File: config.mk
export PLATFORM = sky130hd
export DESIGN_NAME = cvg_cordic
export DESIGN_NICKNAME = d
export VERILOG_FILES = /design/src/rtl/core/cvg_pkg.sv /design/src/rtl/core/cvg_cordic.sv
export SDC_FILE = /design/constraint.sdc
export NUM_CORES = 2
export LEC_CHECK = 0
export BUFFER_PORTS_ARGS = -buffer_cell sky130_fd_sc_hd__buf_2
export CAP_MARGIN = 10
export CORE_MARGIN = 2
export CORE_UTILIZATION = 55
export CTS_CLUSTER_SIZE = 8
export DETAILED_ROUTE_END_ITERATION = 8
export GPL_TIMING_DRIVEN = 1
export PLACE_DENSITY = 0.74
export SETUP_SLACK_MARGIN = 0.05
export SYNTH_ARGS = -nofsm -noshare
export SYNTH_HDL_FRONTEND = slang
export SYNTH_SLANG_ARGS = --single-unit
File: constraint.sdc
create_clock -name clk -period 5.05 [get_ports clk]
set_input_delay 0.505 -clock clk [delete_from_list [all_inputs] [get_ports clk]]
set_output_delay 0.505 -clock clk [all_outputs]
set_load 0.05 [all_outputs]
File: src/rtl/core/cvg_pkg.sv
// shared widths, constants and types of the circle vertex generator
// no dependencies; imported by every cvg module
package cvg_pkg;

  localparam int COORD_FRAC_BITS = 12;
  localparam int MAX_POINTS      = 4096;

  localparam int IDX_W   = 12;
  localparam int CNT_W   = 13;
  localparam int ANG_W   = 16;
  localparam int NUM_W   = IDX_W + ANG_W;
  localparam int ZSH     = 9;
  localparam int Z_W     = ANG_W + ZSH;
  localparam int XY_W    = 34;
  localparam int SC_W    = 32;
  localparam int COMP_W  = 25;
  localparam int SQ_W    = 48;
  localparam int ROOT_W  = SQ_W / 2;
  localparam int NRM_FRAC = 14;
  localparam int QN_W    = NRM_FRAC + 1;
  localparam int CORDIC_N = 16;

  localparam int FULL_TURN       = 46080;
  localparam int QUARTER_TURN    = 11520;
  localparam int CORDIC_GAIN_Q30 = 652032874;

  localparam logic signed [Z_W-1:0] ATAN_Q16 [0:CORDIC_N-1] = '{
    25'sd2949120, 25'sd1740967, 25'sd919879, 25'sd466945,
    25'sd234379,  25'sd117304,  25'sd58666,  25'sd29335,
    25'sd14668,   25'sd7334,    25'sd3667,   25'sd1833,
    25'sd917,     25'sd458,     25'sd229,    25'sd115
  };

  typedef struct packed {
    logic signed [15:0] pos_x;
    logic signed [15:0] pos_y;
    logic signed [15:0] tex_u;
    logic signed [15:0] tex_v;
  } cvg_pos_t;

endpackage

File: src/rtl/core/cvg_cordic.sv
// pipelined rotation cordic, one iteration per stage, quadrant unfolding
// depends on cvg_pkg
module cvg_cordic (
  input  logic                               clk,
  input  logic                               rst_n,
  input  logic                               en,
  input  logic                               in_vld,
  input  logic [1:0]                         in_quad,
  input  logic signed [cvg_pkg::Z_W-1:0]     in_z,
  output logic                               out_vld,
  output logic signed [cvg_pkg::SC_W-1:0]    out_sin,
  output logic signed [cvg_pkg::SC_W-1:0]    out_cos
);
  import cvg_pkg::*;

  localparam int LAT = CORDIC_N + 2;

  logic [LAT-1:0]         vld_r;
  logic signed [XY_W-1:0] x_r    [0:CORDIC_N];
  logic signed [XY_W-1:0] y_r    [0:CORDIC_N];
  logic signed [Z_W-1:0]  z_r    [0:CORDIC_N];
  logic [1:0]             quad_r [0:CORDIC_N];
  logic signed [XY_W-1:0] x_nxt  [0:CORDIC_N-1];
  logic signed [XY_W-1:0] y_nxt  [0:CORDIC_N-1];
  logic signed [Z_W-1:0]  z_nxt  [0:CORDIC_N-1];
  logic signed [XY_W-1:0] sin_c;
  logic signed [XY_W-1:0] cos_c;
  logic signed [SC_W-1:0] sin_r;
  logic signed [SC_W-1:0] cos_r;

  always_comb begin
    for (int k = 0; k < CORDIC_N; k++) begin
      if (z_r[k] >= 0) begin
        x_nxt[k] = x_r[k] - (y_r[k] >>> k);
        y_nxt[k] = y_r[k] + (x_r[k] >>> k);
        z_nxt[k] = z_r[k] - ATAN_Q16[k];
      end else begin
        x_nxt[k] = x_r[k] + (y_r[k] >>> k);
        y_nxt[k] = y_r[k] - (x_r[k] >>> k);
        z_nxt[k] = z_r[k] + ATAN_Q16[k];
      end
    end
  end

  always_comb begin
    unique case (quad_r[CORDIC_N])
      2'd0: begin
        sin_c = y_r[CORDIC_N];
        cos_c = x_r[CORDIC_N];
      end
      2'd1: begin
        sin_c = x_r[CORDIC_N];
        cos_c = -y_r[CORDIC_N];
      end
      2'd2: begin
        sin_c = -y_r[CORDIC_N];
        cos_c = -x_r[CORDIC_N];
      end
      default: begin
        sin_c = -x_r[CORDIC_N];
        cos_c = y_r[CORDIC_N];
      end
    endcase
  end

  always_ff @(posedge clk) begin
    if (!rst_n) begin
      vld_r <= '0;
    end else if (en) begin
      vld_r <= {vld_r[LAT-2:0], in_vld};
    end
    if (en) begin
      x_r[0]    <= XY_W'(CORDIC_GAIN_Q30);
      y_r[0]    <= '0;
      z_r[0]    <= in_z;
      quad_r[0] <= in_quad;
      for (int k = 0; k < CORDIC_N; k++) begin
        x_r[k+1]    <= x_nxt[k];
        y_r[k+1]    <= y_nxt[k];
        z_r[k+1]    <= z_nxt[k];
        quad_r[k+1] <= quad_r[k];
      end
      sin_r <= sin_c[SC_W-1:0];
      cos_r <= cos_c[SC_W-1:0];
    end
  end

  assign out_vld = vld_r[LAT-1];
  assign out_sin = sin_r;
  assign out_cos = cos_r;

endmodule

Yosys cells after proc, flatten, opt, wreduce, memory -nomap -nowiden
Memories as Yosys holds them, arrays and structs flattened.
Index checks and enable logic that the tools add are counted.

storage, ports and cells
  bits in writable memories = 1615
  input port bits = 31
  flip-flop bits (word level) = 82
  output and inout port bits = 65
  memories = 4

memory list
  memory  words  width  rd ports  clocked after Yosys merged registers in  wr ports  RTL line          source
  x_r     17     34     17        0                                        17        cvg_cordic.sv:19  logic signed [XY_W-1:0] x_r [0:CORDIC_N];
  y_r     17     34     17        0                                        17        cvg_cordic.sv:20  logic signed [XY_W-1:0] y_r [0:CORDIC_N];
  z_r     17     25     16        0                                        17        cvg_cordic.sv:21  logic signed [Z_W-1:0] z_r [0:CORDIC_N];
  quad_r  17     2      17        0                                        17        cvg_cordic.sv:22  logic [1:0] quad_r [0:CORDIC_N];

cells by class
  mux-type cells = 52
  $lt $le $gt $ge = 16
  add/subtract/negate cells = 97
  reductions and logical operators = 1
  equality and inequality tests = 2

operators with widths
  operator                                                            count
  two-way mux 34 bit                                                  32
  greater-or-equal comparator 25 x 1 -> 1 bit, second input constant  16
  two-way mux 25 bit                                                  16
  case mux 32 bit (3 select lines)                                    2
  adder 34 x 19 -> 34 bit                                             2
  adder 34 x 20 -> 34 bit                                             2
  adder 34 x 21 -> 34 bit                                             2
  adder 34 x 22 -> 34 bit                                             2
  adder 34 x 23 -> 34 bit                                             2
  adder 34 x 24 -> 34 bit                                             2
  adder 34 x 25 -> 34 bit                                             2
  adder 34 x 26 -> 34 bit                                             2
  adder 34 x 27 -> 34 bit                                             2
  adder 34 x 28 -> 34 bit                                             2
  adder 34 x 29 -> 34 bit                                             2
  adder 34 x 30 -> 34 bit                                             2
  adder 34 x 31 -> 34 bit                                             2
  adder 34 x 32 -> 34 bit                                             2
  adder 34 x 33 -> 34 bit                                             2
  subtractor 34 x 19 -> 34 bit                                        2
  subtractor 34 x 20 -> 34 bit                                        2
  subtractor 34 x 21 -> 34 bit                                        2
  subtractor 34 x 22 -> 34 bit                                        2
  subtractor 34 x 23 -> 34 bit                                        2
  other kinds (49)                                                    62

Longest topological paths before layout
An unclocked memory read counts as a cell.

  depth in word-level cells = 3
  depth in mapped cells = 23
  depth with buffers taken out = 23

Worst setup path before layout
No wires, ideal clock.

  kind = register to register
  from = mem x_r[9][12]
  to = mem y_r[10][33], in the netlist y_r[0][373] (data pin)
  cell stages (with the launch flop) = 20
  path buffers = 0
  arrival time = 5.077 ns
  slack = -0.287 ns
  period minus slack after synthesis = 5.337 ns
  library setup time = 0.260 ns
  path through = edfxtp_1 > nor4_1 > nand2_1 > nor2_1 > nand2_1 > or4_1 > or3_1 > or4_1 > o21ai_0 > xnor2_1 > ha_1 > a21o_1 > a21o_1 > a221o_1 > or4_1 > o221a_2 > o41ai_1 > o21ai_0 > a21oi_1 > xnor2_1

RTL lines
  element          RTL line
  start, declared  cvg_cordic.sv:19
  end, declared    cvg_cordic.sv:20

==> flow_metrics.tcl <==
set metrics [dict create \
    min_period_ns 5.120 \
    slew_violations 0 \
    drt_iter0_markers 7238 \
    path_max_fanout 3 \
    syn-instance-count 11980 \
    cts.sinks 1483 \
    relSlewSlack 0.2612 \
    slowest_delay_ns 0.45 \
    crit_slowest_cell "or4_4" \
    drc 0 \
    first_global_vias 91120 \
    hpwl_um 244600 \
    root_buffer "clkbuf_16" \
    grt-ovfl-total 0 \
    worstSetupPathType "flop to flop" \
    die_y_um 467.3 \
    yosys-top-cells-area "edfxtp_1 37%, ha_1 13%, xnor2_1 8.9%, xor2_1 4.7%, a21oi_1 4.2%" \
    firstDrtPassIters 8 \
    syn_to_final_growth_pct 13.20 \
    rsz0062_at_grt "yes" \
    path_cells "nor4_4 > nand2_1 > nor2_2 > nand2_1 > or4_4 > or3_4 > or4_4 > o21ai_2 > xnor2_1 > ha_1 > a21o_1 > a21o_1 > a221o_1 > or4_4 > o221a_4 > o41ai_4 > o21ai_1 > a21oi_2 > xnor2_1" \
    setup_viol_count_final 4 \
    final.period_utilization 1.014 \
    grt_start_max_net_pins 173 \
    post_synth.cell_area_avg_um2 9.850 \
    design.die.area_um2 218300 \
    die_x_um 467.3 \
    yosys.area.top_type "edfxtp_1" \
    layout_setup_ws_ns -0.07027 \
    synth-main-ff-cell "edfxtp_1" \
    num_io_pins 96 \
    ys_async_sr_fraction 0 \
    nNetsFinal 14030 \
    fmax_mhz 195.3 \
    dr_total_vias 94310 \
    grt_usage 0.2769 \
    netlist_area_um2 118000 \
    hp-class "input pin to flop" \
    antenna_left 0 \
    htreeDepth 4 \
    synth_edf_count 1465 \
    hold_violations 0 \
    syn-num-nets 13330 \
    portBuffers 95 \
    crit_path_start_kind "flop" \
    ys_warn_count 0 \
    rrSetupSlack_ns -0.07 \
    cp_common_cell "or4_4" \
    cts_buffer_depth 3 \
    cts_buffers 207 \
    tns_ns -0.1321 \
    coreArea_um2 214000 \
    synth_seq_cells 1483 \
    synth_top_area_frac 0.3727 \
    yosysUniqueCellTypes 85 \
    placed_area_um2 125100 \
    wl_per_cell_um 20.11 \
    clk_latency_ns 0.89 \
    ys_seq_area_frac 0.3757 \
    initial_utilization 0.5516 \
    final_area_um2 133600 \
    gp_congestion 0.9435 \
    finClkSkew_ns 0.08028 \
    end_kind "flop" \
    preCtsSetupSlack_ns -0.2395 \
    grt_first_pass_wirelength_um 487500 \
    antenna_found_initial 6 \
    cts_tree "yes" \
    status "finished with violations" \
    synth_most_common_cell "edfxtp_1" \
    violations "negative setup slack" \
    drive_gt1_frac 0.1021 \
    cap_viol_max_count 0 \
    cp.arrival_ns 5.71 \
    vias_per_cell 6.054 \
    routed_wl_um 313300 \
    ys_top_cells_by_count "1,465 x edfxtp_1, 1,273 x ha_1, 1,202 x xnor2_1, 999 x a21oi_1, 822 x nor2_1" \
    clk_pin_slew_worst_paths_ns 0.05 \
    num_rows 170 \
    max_slew.worst_pin.slew_ns 1.108 \
    required_ns 5.64 \
]
==> repair_timing <==
action,CTS,global route
gates resized for setup,75,324
endpoints found under the setup margin,53,153
endpoints found under the hold margin,45,0
pin swaps,31,115
buffers inserted,21,63
hold buffers,30,0
==> worst paths after layout <==
path                  from       endpoint  cells after the start
max             x_r[9][14]    y_r[0][373]                     19
min reg2reg  quad_r[0][17]  quad_r[0][19]                      0
min                     en    y_r[0][270]                      1
max reg2reg     x_r[9][14]    y_r[0][373]                     19
==> stage by stage <==
stage	instances	util	hold WS, ns
finish	15580	0.6244	0.07910
global route	15580	0.6244	0.07579
CTS	15520	0.6155	0.04911
detailed placement	15200	0.5848	0.4052
global placement	15200	0.5848	0.4004
floorplan	11980	-	0.4003
==> sequential cells by signal, summed over array words and instances (netlist names) <==
name     count
vld_r       18
out_sin     32
quad_r      34
z_r        376
y_r        509
x_r        482
out_cos     32
==> worst max-delay path: cells and delay by family, from the launching register on <==
kind | cells | cell delay (ns)
and+or+nand+nor | 8 | 2.38
AOI/OAI and AO/OA | 8 | 1.62
DFF | 1 | 0.42
adders and majority gates | 1 | 0.27
xor gates and xnor gates | 2 | 0.21
==> per-layer routing <==
| layer | vias to the layer above | wire (um) | GRT usage |
|---|---|---|---|
| met5 | - | 15 | 0 |
| met1 | 45150 | 134400 | 0.3543 |
| met3 | 590 | 15380 | 0.03152 |
| met4 | 2 | 11580 | 0.1030 |
| met2 | 2640 | 152000 | 0.4805 |
| li1 | 45930 | - | - |
==> logic make-up (layout without fill, tap and decap cells) <==
family | Yosys count | after routing | synth area share
buffers and inverters | 692 | 1445 | 0.02203
AOI/OAI and AO/OA | 3581 | 3581 | 0.1945
muxes | 32 | 32 | 0.002926
adders and majority gates | 1317 | 1317 | 0.1424
other | 0 | 3 | 0
xor gates and xnor gates | 1837 | 1837 | 0.1363
and+or+nand+nor | 3042 | 3042 | 0.1261
DFF | 1483 | 1483 | 0.3757
==> layout make-up <==
cell class | count | area [um^2]
fill | 17420 | 80360
clock buffer | 242 | 5333
timing repair buffer | 670 | 5106
multi-input combinational | 9809 | 72920
inverter | 506 | 1899
sequential | 1483 | 44350
tap | 2838 | 3551
antenna | 3 | 7.507
clock inverter | 27 | 444.2
==> cells in the final DEF (no fill, tap or decap), types with 87 or more instances in the layout <==
cell / n
o21ai_0: 735
buf_4: 525
or3_1: 122
xor2_1: 633
nor3_1: 194
inv_1: 501
nor2_1: 807
nand2_1: 765
ha_1: 1261
nor2b_1: 194
a21oi_1: 966
buf_2: 94
o31ai_1: 190
a21o_1: 531
clkbuf_16: 208
and3_1: 87
o21bai_1: 138
xnor2_1: 1201
nand2b_1: 193
o21a_1: 184
edfxtp_1: 1465
a31oi_1: 93
nand3_1: 193
Power is not shown: default switching activity piles up to over one toggle a cycle in this logic, so the estimate is an artifact.
