===== config.mk =====
export PLATFORM = sky130hd
export DESIGN_NAME = cvg_angle
export DESIGN_NICKNAME = d
export VERILOG_FILES = /design/src/rtl/core/cvg_pkg.sv /design/src/rtl/core/cvg_angle.sv
export SDC_FILE = /design/constraint.sdc
export NUM_CORES = 2
export LEC_CHECK = 0
export BUFFER_PORTS_ARGS = -buffer_cell sky130_fd_sc_hd__buf_2
export CAP_MARGIN = 20
export CORE_MARGIN = 2
export CORE_UTILIZATION = 40
export CTS_CLUSTER_DIAMETER = 50
export DETAILED_ROUTE_END_ITERATION = 8
export GPL_TIMING_DRIVEN = 0
export HOLD_SLACK_MARGIN = 0.06
export PLACE_DENSITY_LB_ADDON = 0.15
export SETUP_SLACK_MARGIN = 0.2
export SKIP_CTS_REPAIR_TIMING = 1
export SYNTH_ARGS = -nofsm -noshare
export SYNTH_HDL_FRONTEND = slang
export SYNTH_SLANG_ARGS = --single-unit

===== constraint.sdc =====
create_clock -name clk -period 8.7 [get_ports clk]
set_input_delay 1.305 -clock clk [delete_from_list [all_inputs] [get_ports clk]]
set_output_delay 1.305 -clock clk [all_outputs]
set_load 0.01 [all_outputs]

===== src/rtl/core/cvg_pkg.sv =====
// shared widths, constants and types of the circle vertex generator
// no dependencies; imported by every cvg module
package cvg_pkg;

  localparam int COORD_FRAC_BITS = 12;
  localparam int MAX_POINTS      = 4096;

  localparam int IDX_W   = 12;
  localparam int CNT_W   = 13;
  localparam int ANG_W   = 16;
  localparam int NUM_W   = IDX_W + ANG_W;
  localparam int ZSH     = 9;
  localparam int Z_W     = ANG_W + ZSH;
  localparam int XY_W    = 34;
  localparam int SC_W    = 32;
  localparam int COMP_W  = 25;
  localparam int SQ_W    = 48;
  localparam int ROOT_W  = SQ_W / 2;
  localparam int NRM_FRAC = 14;
  localparam int QN_W    = NRM_FRAC + 1;
  localparam int CORDIC_N = 16;

  localparam int FULL_TURN       = 46080;
  localparam int QUARTER_TURN    = 11520;
  localparam int CORDIC_GAIN_Q30 = 652032874;

  localparam logic signed [Z_W-1:0] ATAN_Q16 [0:CORDIC_N-1] = '{
    25'sd2949120, 25'sd1740967, 25'sd919879, 25'sd466945,
    25'sd234379,  25'sd117304,  25'sd58666,  25'sd29335,
    25'sd14668,   25'sd7334,    25'sd3667,   25'sd1833,
    25'sd917,     25'sd458,     25'sd229,    25'sd115
  };

  typedef struct packed {
    logic signed [15:0] pos_x;
    logic signed [15:0] pos_y;
    logic signed [15:0] tex_u;
    logic signed [15:0] tex_v;
  } cvg_pos_t;

endpackage


===== src/rtl/core/cvg_angle.sv =====
// vertex angle: index * sweep / den, modulo a full turn, folded to a quadrant
// depends on cvg_pkg
module cvg_angle (
  input  logic                              clk,
  input  logic                              rst_n,
  input  logic                              en,
  input  logic                              in_vld,
  input  logic [cvg_pkg::IDX_W-1:0]         in_idx,
  input  logic [cvg_pkg::ANG_W-1:0]         sweep,
  input  logic [cvg_pkg::CNT_W-1:0]         den,
  output logic                              out_vld,
  output logic [1:0]                        out_quad,
  output logic signed [cvg_pkg::Z_W-1:0]    out_z
);
  import cvg_pkg::*;

  localparam int LAT = NUM_W + 2;

  logic [LAT-1:0]   vld_r;
  logic [NUM_W-1:0] num_r   [0:NUM_W];
  logic [CNT_W-1:0] rem_r   [0:NUM_W];
  logic [ANG_W-1:0] qm_r    [0:NUM_W];
  logic [NUM_W-1:0] num_nxt [0:NUM_W-1];
  logic [CNT_W-1:0] rem_nxt [0:NUM_W-1];
  logic [ANG_W-1:0] qm_nxt  [0:NUM_W-1];
  logic [CNT_W:0]   t_c     [0:NUM_W-1];
  logic [ANG_W:0]   q2_c    [0:NUM_W-1];
  logic             ge_c    [0:NUM_W-1];
  logic [1:0]       quad_nxt;
  logic [ANG_W-1:0] resid_c;
  logic [1:0]       quad_r;
  logic signed [Z_W-1:0] z_r;

  // one quotient bit per stage, quotient kept modulo a full turn
  always_comb begin
    for (int k = 0; k < NUM_W; k++) begin
      t_c[k]     = {rem_r[k], num_r[k][NUM_W-1]};
      ge_c[k]    = (t_c[k] >= {1'b0, den});
      rem_nxt[k] = ge_c[k] ? CNT_W'(t_c[k] - {1'b0, den}) : t_c[k][CNT_W-1:0];
      num_nxt[k] = {num_r[k][NUM_W-2:0], 1'b0};
      q2_c[k]    = {qm_r[k], ge_c[k]};
      qm_nxt[k]  = (q2_c[k] >= (ANG_W+1)'(FULL_TURN)) ?
                   ANG_W'(q2_c[k] - (ANG_W+1)'(FULL_TURN)) : q2_c[k][ANG_W-1:0];
    end
  end

  always_comb begin
    priority if (qm_r[NUM_W] >= ANG_W'(3 * QUARTER_TURN)) begin
      quad_nxt = 2'd3;
      resid_c  = qm_r[NUM_W] - ANG_W'(3 * QUARTER_TURN);
    end else if (qm_r[NUM_W] >= ANG_W'(2 * QUARTER_TURN)) begin
      quad_nxt = 2'd2;
      resid_c  = qm_r[NUM_W] - ANG_W'(2 * QUARTER_TURN);
    end else if (qm_r[NUM_W] >= ANG_W'(QUARTER_TURN)) begin
      quad_nxt = 2'd1;
      resid_c  = qm_r[NUM_W] - ANG_W'(QUARTER_TURN);
    end else begin
      quad_nxt = 2'd0;
      resid_c  = qm_r[NUM_W];
    end
  end

  always_ff @(posedge clk) begin
    if (!rst_n) begin
      vld_r <= '0;
    end else if (en) begin
      vld_r <= {vld_r[LAT-2:0], in_vld};
    end
    if (en) begin
      num_r[0] <= NUM_W'(in_idx) * NUM_W'(sweep);
      rem_r[0] <= '0;
      qm_r[0]  <= '0;
      for (int k = 0; k < NUM_W; k++) begin
        num_r[k+1] <= num_nxt[k];
        rem_r[k+1] <= rem_nxt[k];
        qm_r[k+1]  <= qm_nxt[k];
      end
      quad_r <= quad_nxt;
      z_r    <= $signed({resid_c, {ZSH{1'b0}}});
    end
  end

  assign out_vld  = vld_r[LAT-1];
  assign out_quad = quad_r;
  assign out_z    = z_r;

endmodule


==> Yosys cells after proc, flatten, opt, wreduce, memory -nomap -nowiden <==
Memories as Yosys holds them, arrays and structs flattened.
Index checks and enable logic that the tools add are counted.
{ "totals": {"register_bits": 48, "latch_bits": 0, "ramBits": 1653, "mem_bits_ro": 0, "inputBits": 45, "output_inout_bits": 28, "wordCells": 190, "memories": 3} }
{ "op_classes": {"add_sub_neg": 59, "multipliers": 1, "div": 0, "order_cmp": 59, "n_eq_ne": 0, "shift": 0, "n_mux": 63, "bitwise_logic": 0, "reduce_logical": 1} }
{ "mem_list": {"columns": ["memory", "depth", "width", "read_ports", "rd_ports_with_merged_regs", "wr", "line", "rtl"], "rows": [
  ["num_r", 29, 28, 28, 0, 29, "cvg_angle.sv:20", "logic [NUM_W-1:0] num_r [0:NUM_W];"],
  ["qm_r", 29, 16, 29, 0, 29, "cvg_angle.sv:22", "logic [ANG_W-1:0] qm_r [0:NUM_W];"],
  ["rem_r", 29, 13, 28, 0, 29, "cvg_angle.sv:21", "logic [CNT_W-1:0] rem_r [0:NUM_W];"]
]} }
{ "op_table": {"columns": ["op", "count"], "rows": [
  ["16-bit two-way mux", 31],
  ["17-bit by 16-bit greater-or-equal comparator with 1-bit output, second input constant", 28],
  ["16-bit subtractor, second input constant", 29],
  ["14-bit by 13-bit greater-or-equal comparator with 1-bit output", 28],
  ["13-bit two-way mux", 28],
  ["13-bit subtractor", 28],
  ["12-bit by 16-bit multiplier with 28-bit output", 1],
  ["16-bit by 14-bit greater-or-equal comparator with 1-bit output, second input constant", 1],
  ["16-bit by 15-bit greater-or-equal comparator with 1-bit output, second input constant", 1],
  ["16-bit greater-or-equal comparator, second input constant", 1],
  ["16-bit by 14-bit subtractor with 16-bit output, second input constant", 1],
  ["16-bit by 15-bit subtractor with 16-bit output, second input constant", 1],
  ["1-bit two-way mux", 4],
  ["2-bit OR reduction", 1]
]} }

==> Longest topological paths before layout <==
An unclocked memory read counts as a cell.
{ "depth": {"ltp_word": 5, "mapped_depth": 21, "depth_no_buf": 20} }

==> Worst setup path before layout <==
No wires, ideal clock.
{ "synth_timing": {"path_type": "input -> register", "start": "input port in_idx[5] in the netlist's numbering", "end": "memory num_r[0][27] in the netlist's numbering, data pin", "setup_time_ns": 0.260, "t_arrival_ns": 6.038, "required_ns": 8.440, "setup_slack_ns": 2.402, "path_stages": 19, "n_path_buf": 1, "cell_sequence": "clkbuf_1 -> nand2_1 -> fa_1 -> inv_1 -> fa_1 -> inv_1 -> fa_1 -> fa_1 -> fa_1 -> inv_1 -> ha_1 -> a21o_1 -> or3_1 -> o2111ai_1 -> nand3_1 -> a31oi_1 -> o21bai_1 -> a21oi_1 -> xnor2_1"} }
{ "synth_rtl": {"columns": ["element", "line", "rtl"], "rows": [
  ["start, declared", "cvg_angle.sv:8", "input logic [cvg_pkg::IDX_W-1:0] in_idx,"],
  ["end, declared", "cvg_angle.sv:20", null]
]} }

==> results.md <==
* Slew margin rel. at 0.233
* Tmin final at 6.54 ns
* Critical path cell sequence: buf_2 -> clkbuf_1 -> nand2_1 -> fa_1 -> inv_1 -> fa_1 -> inv_1 -> fa_1 -> fa_1 -> fa_1 -> inv_1 -> ha_1 -> a21o_1 -> or3_1 -> o2111ai_1 -> nand3_1 -> a31oi_1 -> o21bai_1 -> a21oi_1 -> xnor2_1
* Cell taking the most area after synthesis: edfxtp_1
* Max Clock Skew at approximately 0.03 ns
* Drt first pass iters at 7
* Clock power share at 0.241
* Worst Setup Start Kind: primary input
* HP Class: register to register
* Synth Area in Adders at 0.143
* Comb pwr share at 0.414
* TritonCTS Buffers at 150
* Core Rows at 145
* RSZ-0062 raised after global routing: false
* Largest family of logic cells by synthesized area: adder cells
* Worst Hold Path EP: num_r[1][107]$_DFFE_PP_
* Pwr/cell area at ~350 nW/um^2
* Reg-to-reg slack, setup at a little under 5 ns
* Final slew viol count at 0
* Internal cell power at 16.2 mW
* YS warnings at 0
* Outcome: finished, final reports clean
* Multiplexer share of the synthesized area at 0.0435
* Dpl hpwl at just over 90,000 um
* Syn_area_per_cell at approximately 12 sq um
* Clk root buf: clkbuf_16
* Synth area leaders: edfxtp_1 53%, ha_1 9.0%, fa_1 5.3%
* Wirelength per Cell at 17.7 um
* Die area at 160,000 sq um
* Most common flop cell mapped by yosys: edfxtp_1
* Peak supply drop at 0.000229 V
* P_sw at 8.89 mW
* Initial Utilization at 0.402
* Yosys cell types at 83
* Initial drt markers at between 2,000 and 2,500
* Yosys reg bits at 1,133
* FF-to-FF End: rem_r[1][53]$_DFFE_PP_
* Fmax at 153 MHz
* Sink Count at 1,133
* CP arrival at 7.06 ns
* DRT antenna net count at 0
* Synth top area share at 0.528
* PortBufs at 62
* Least-Margin Pin Slew at 1.15 ns
* Crit path max fanout at 10
* Number of global-route vias before repair at a little under 40,000
* Commonest non-fill, non-tap cells in the layout: 1,103 x edfxtp_1, 452 x ha_1, 367 x nand2_1, 355 x inv_1, 316 x nor2_1
* Core Footprint at ~160,000 sq um
* Vias at 38,898
* Final Hold Viols at 0
* Reg power frac at 0.345
* Initial antenna violation count at 0
* NumNets Final at 5,986
* Slowest stage cell, crit path: fa_1
* Largest net degree at the start of global routing at ~180
* Synth Area in Simple Gates at 0.102
* Synth Area in Compound Gates at 0.107
* Layout cell share with drive strength beyond 1 at 0.104
* Fin crit share at 0.752
* Die X at about 400 um
* Synth Cell Area at 62,800 sq um
* Reg2Reg Depth at 11
* Hold path cells at 0
* Global route overflow at 0
* GRT Util Overall at 0.166
* Critical Path RT at 9.22 ns
* Xor and xnor area share after synthesis at 0.0379
* Sw Share at 0.354
* Worst skew pair latency at approximately 0.77 ns
* Residual DRC at 0
* CTS tree: done
* EDFF count, synth at ~1,100
* Die Height at 400 um
* # H-tree levels at 4
* Path type of the worst setup path: primary input to register
* Boundary Pins at 73
* Post-synthesis cell count at a little over 5,000
* Worst path top cell family by delay: adder cells
* CP dominant cell by count: fa_1
* Final setup violation count at 0
* Clock transition at path regs at 0.06 ns
* R2r startpoint: num_r[1][111]$_DFFE_PP_
* Drt total wl at 133,000 um
* Clk buf depth at 3
* Hold wc startpoint: num_r[1][78]$_DFFE_PP_
* Worst Path Buf+Inv at 5
* CP peak stage delay at between 0.5 and 0.6 ns
* Max Cap Viol at 0
* Cell leakage power at 27.5 nW
* # diodes at 0
* DR vias/cell at 5.19
* Sum Neg Setup Slack at 0 ns
* Ys async rst share at 0
* Power Total at 25.1 mW
* First-pass GRT wire length at between 200,000 and 250,000 um
* Placer Congestion at 0.857
* Seq/Total Area, Yosys at 0.537
* Synthesis-to-finish area growth at 13.2%
* Crit end category: register
* Most common cell after layout, fill and taps aside: edfxtp_1
[layout make-up]
| type | count | area [sq um] |
|---|---|---|
| Multi-Input combinational cell | 3482 | 27200 |
| Tap cell | 2058 | 2570 |
| Clock inverter | 103 | 1060 |
| Sequential cell | 1133 | 33700 |
| Timing Repair Buffer | 80 | 733 |
| Buffer | 109 | 463 |
| Clock buffer | 169 | 3890 |
| Inverter | 367 | 1380 |
| Fill cell | 14248 | 85000 |
[worst max path at each step]
stage	from	endpoint	slack, ns	cells after the start
finish	in_idx[5]	num_r[0][27]$_DFFE_PP_	2.16	20
global route	in_idx[4]	num_r[0][27]$_DFFE_PP_	2.02	20
CTS	in_idx[5]	num_r[0][27]$_DFFE_PP_	2.24	20
detailed placement	in_idx[5]	num_r[0][27]$_DFFE_PP_	1.40	20
global placement	en	out_z[16]$_DFFE_PP_	-11.32	1
floorplan	in_idx[5]	num_r[0][27]$_DFFE_PP_	2.40	19
[metal layers]
metal / global-route usage / up-vias / share of wire
met5: 0 / - / 0
met4: 0.0675 / 0 / 0.037
met3: 0.0274 / 248 / 0.035
met2: 0.279 / 633 / 0.48
met1: 0.213 / 18760 / 0.45
li1: - / 19257 / -
[state kept, by name, indices dropped and copies added (netlist names)]
name	cells
num_r	406
rem_r	351
qm_r	328
vld_r	30
out_z	16
out_quad	2
[worst reg2reg max path, stage by stage (launching register included)]
cell       delay (ns)
edfxtp_1         0.48
inv_1            0.08
ha_1             0.21
fa_1             0.41
nand2b_1         0.19
a21oi_1          0.15
o21ai_0          0.14
a21oi_1          0.39
a2bb2oi_1        0.41
clkbuf_1         0.52
clkbuf_1         0.44
a21oi_1          0.16
[synthesized netlist by cell type (36+ instances only)]
| master | count |
|---|---|
| a21boi_0 | 38 |
| a21o_1 | 77 |
| a21oi_1 | 310 |
| a31oi_1 | 48 |
| and2_1 | 92 |
| clkbuf_1 | 85 |
| edfxtp_1 | 1103 |
| fa_1 | 166 |
| ha_1 | 452 |
| inv_1 | 367 |
| mux2_2 | 164 |
| mux2i_1 | 79 |
| nand2_1 | 367 |
| nand2b_1 | 64 |
| nand3_1 | 52 |
| nand4_1 | 50 |
| nor2_1 | 316 |
| nor2b_1 | 107 |
| nor3_1 | 73 |
| o21a_1 | 67 |
| o21ai_0 | 246 |
| o31ai_1 | 36 |
| xnor2_1 | 178 |
| xor2_1 | 94 |
[through the flow]
stage	instances	worst slack (ns)	instance area, sq um	util	hold WS, ns
2_1_floorplan	5091	2.40	62800	-	0.400
3_3_place_gp	7211	-11.32	65700	0.421	0.400
3_5_place_dp	7229	1.40	66100	0.424	0.405
4_1_cts	7501	2.24	71100	0.455	0.402
5_1_grt	7501	2.02	71100	0.455	0.409
6_report	7501	2.16	71100	0.455	0.406
[logic make-up after synthesis]
logic type      Yosys count
simple gates           1288
flops                  1133
other cells               1
buf+inv                 476
mux                     249
xor+xnor                272
fa+ha+maj               618
compound gates         1046
[power groups by stage]
stage          Combinational, mW  Clock [mW]  Sequential, mW
6_report                    10.4        6.07            8.66
5_1_grt                     11.7        6.49            8.80
4_1_cts                     10.4        6.26            8.68
3_5_place_dp                10.4           0            8.77
3_3_place_gp                10.2           0            8.95
2_1_floorplan               8.04           0            8.44
No activity file was read; power rests on OpenSTA's default activity.
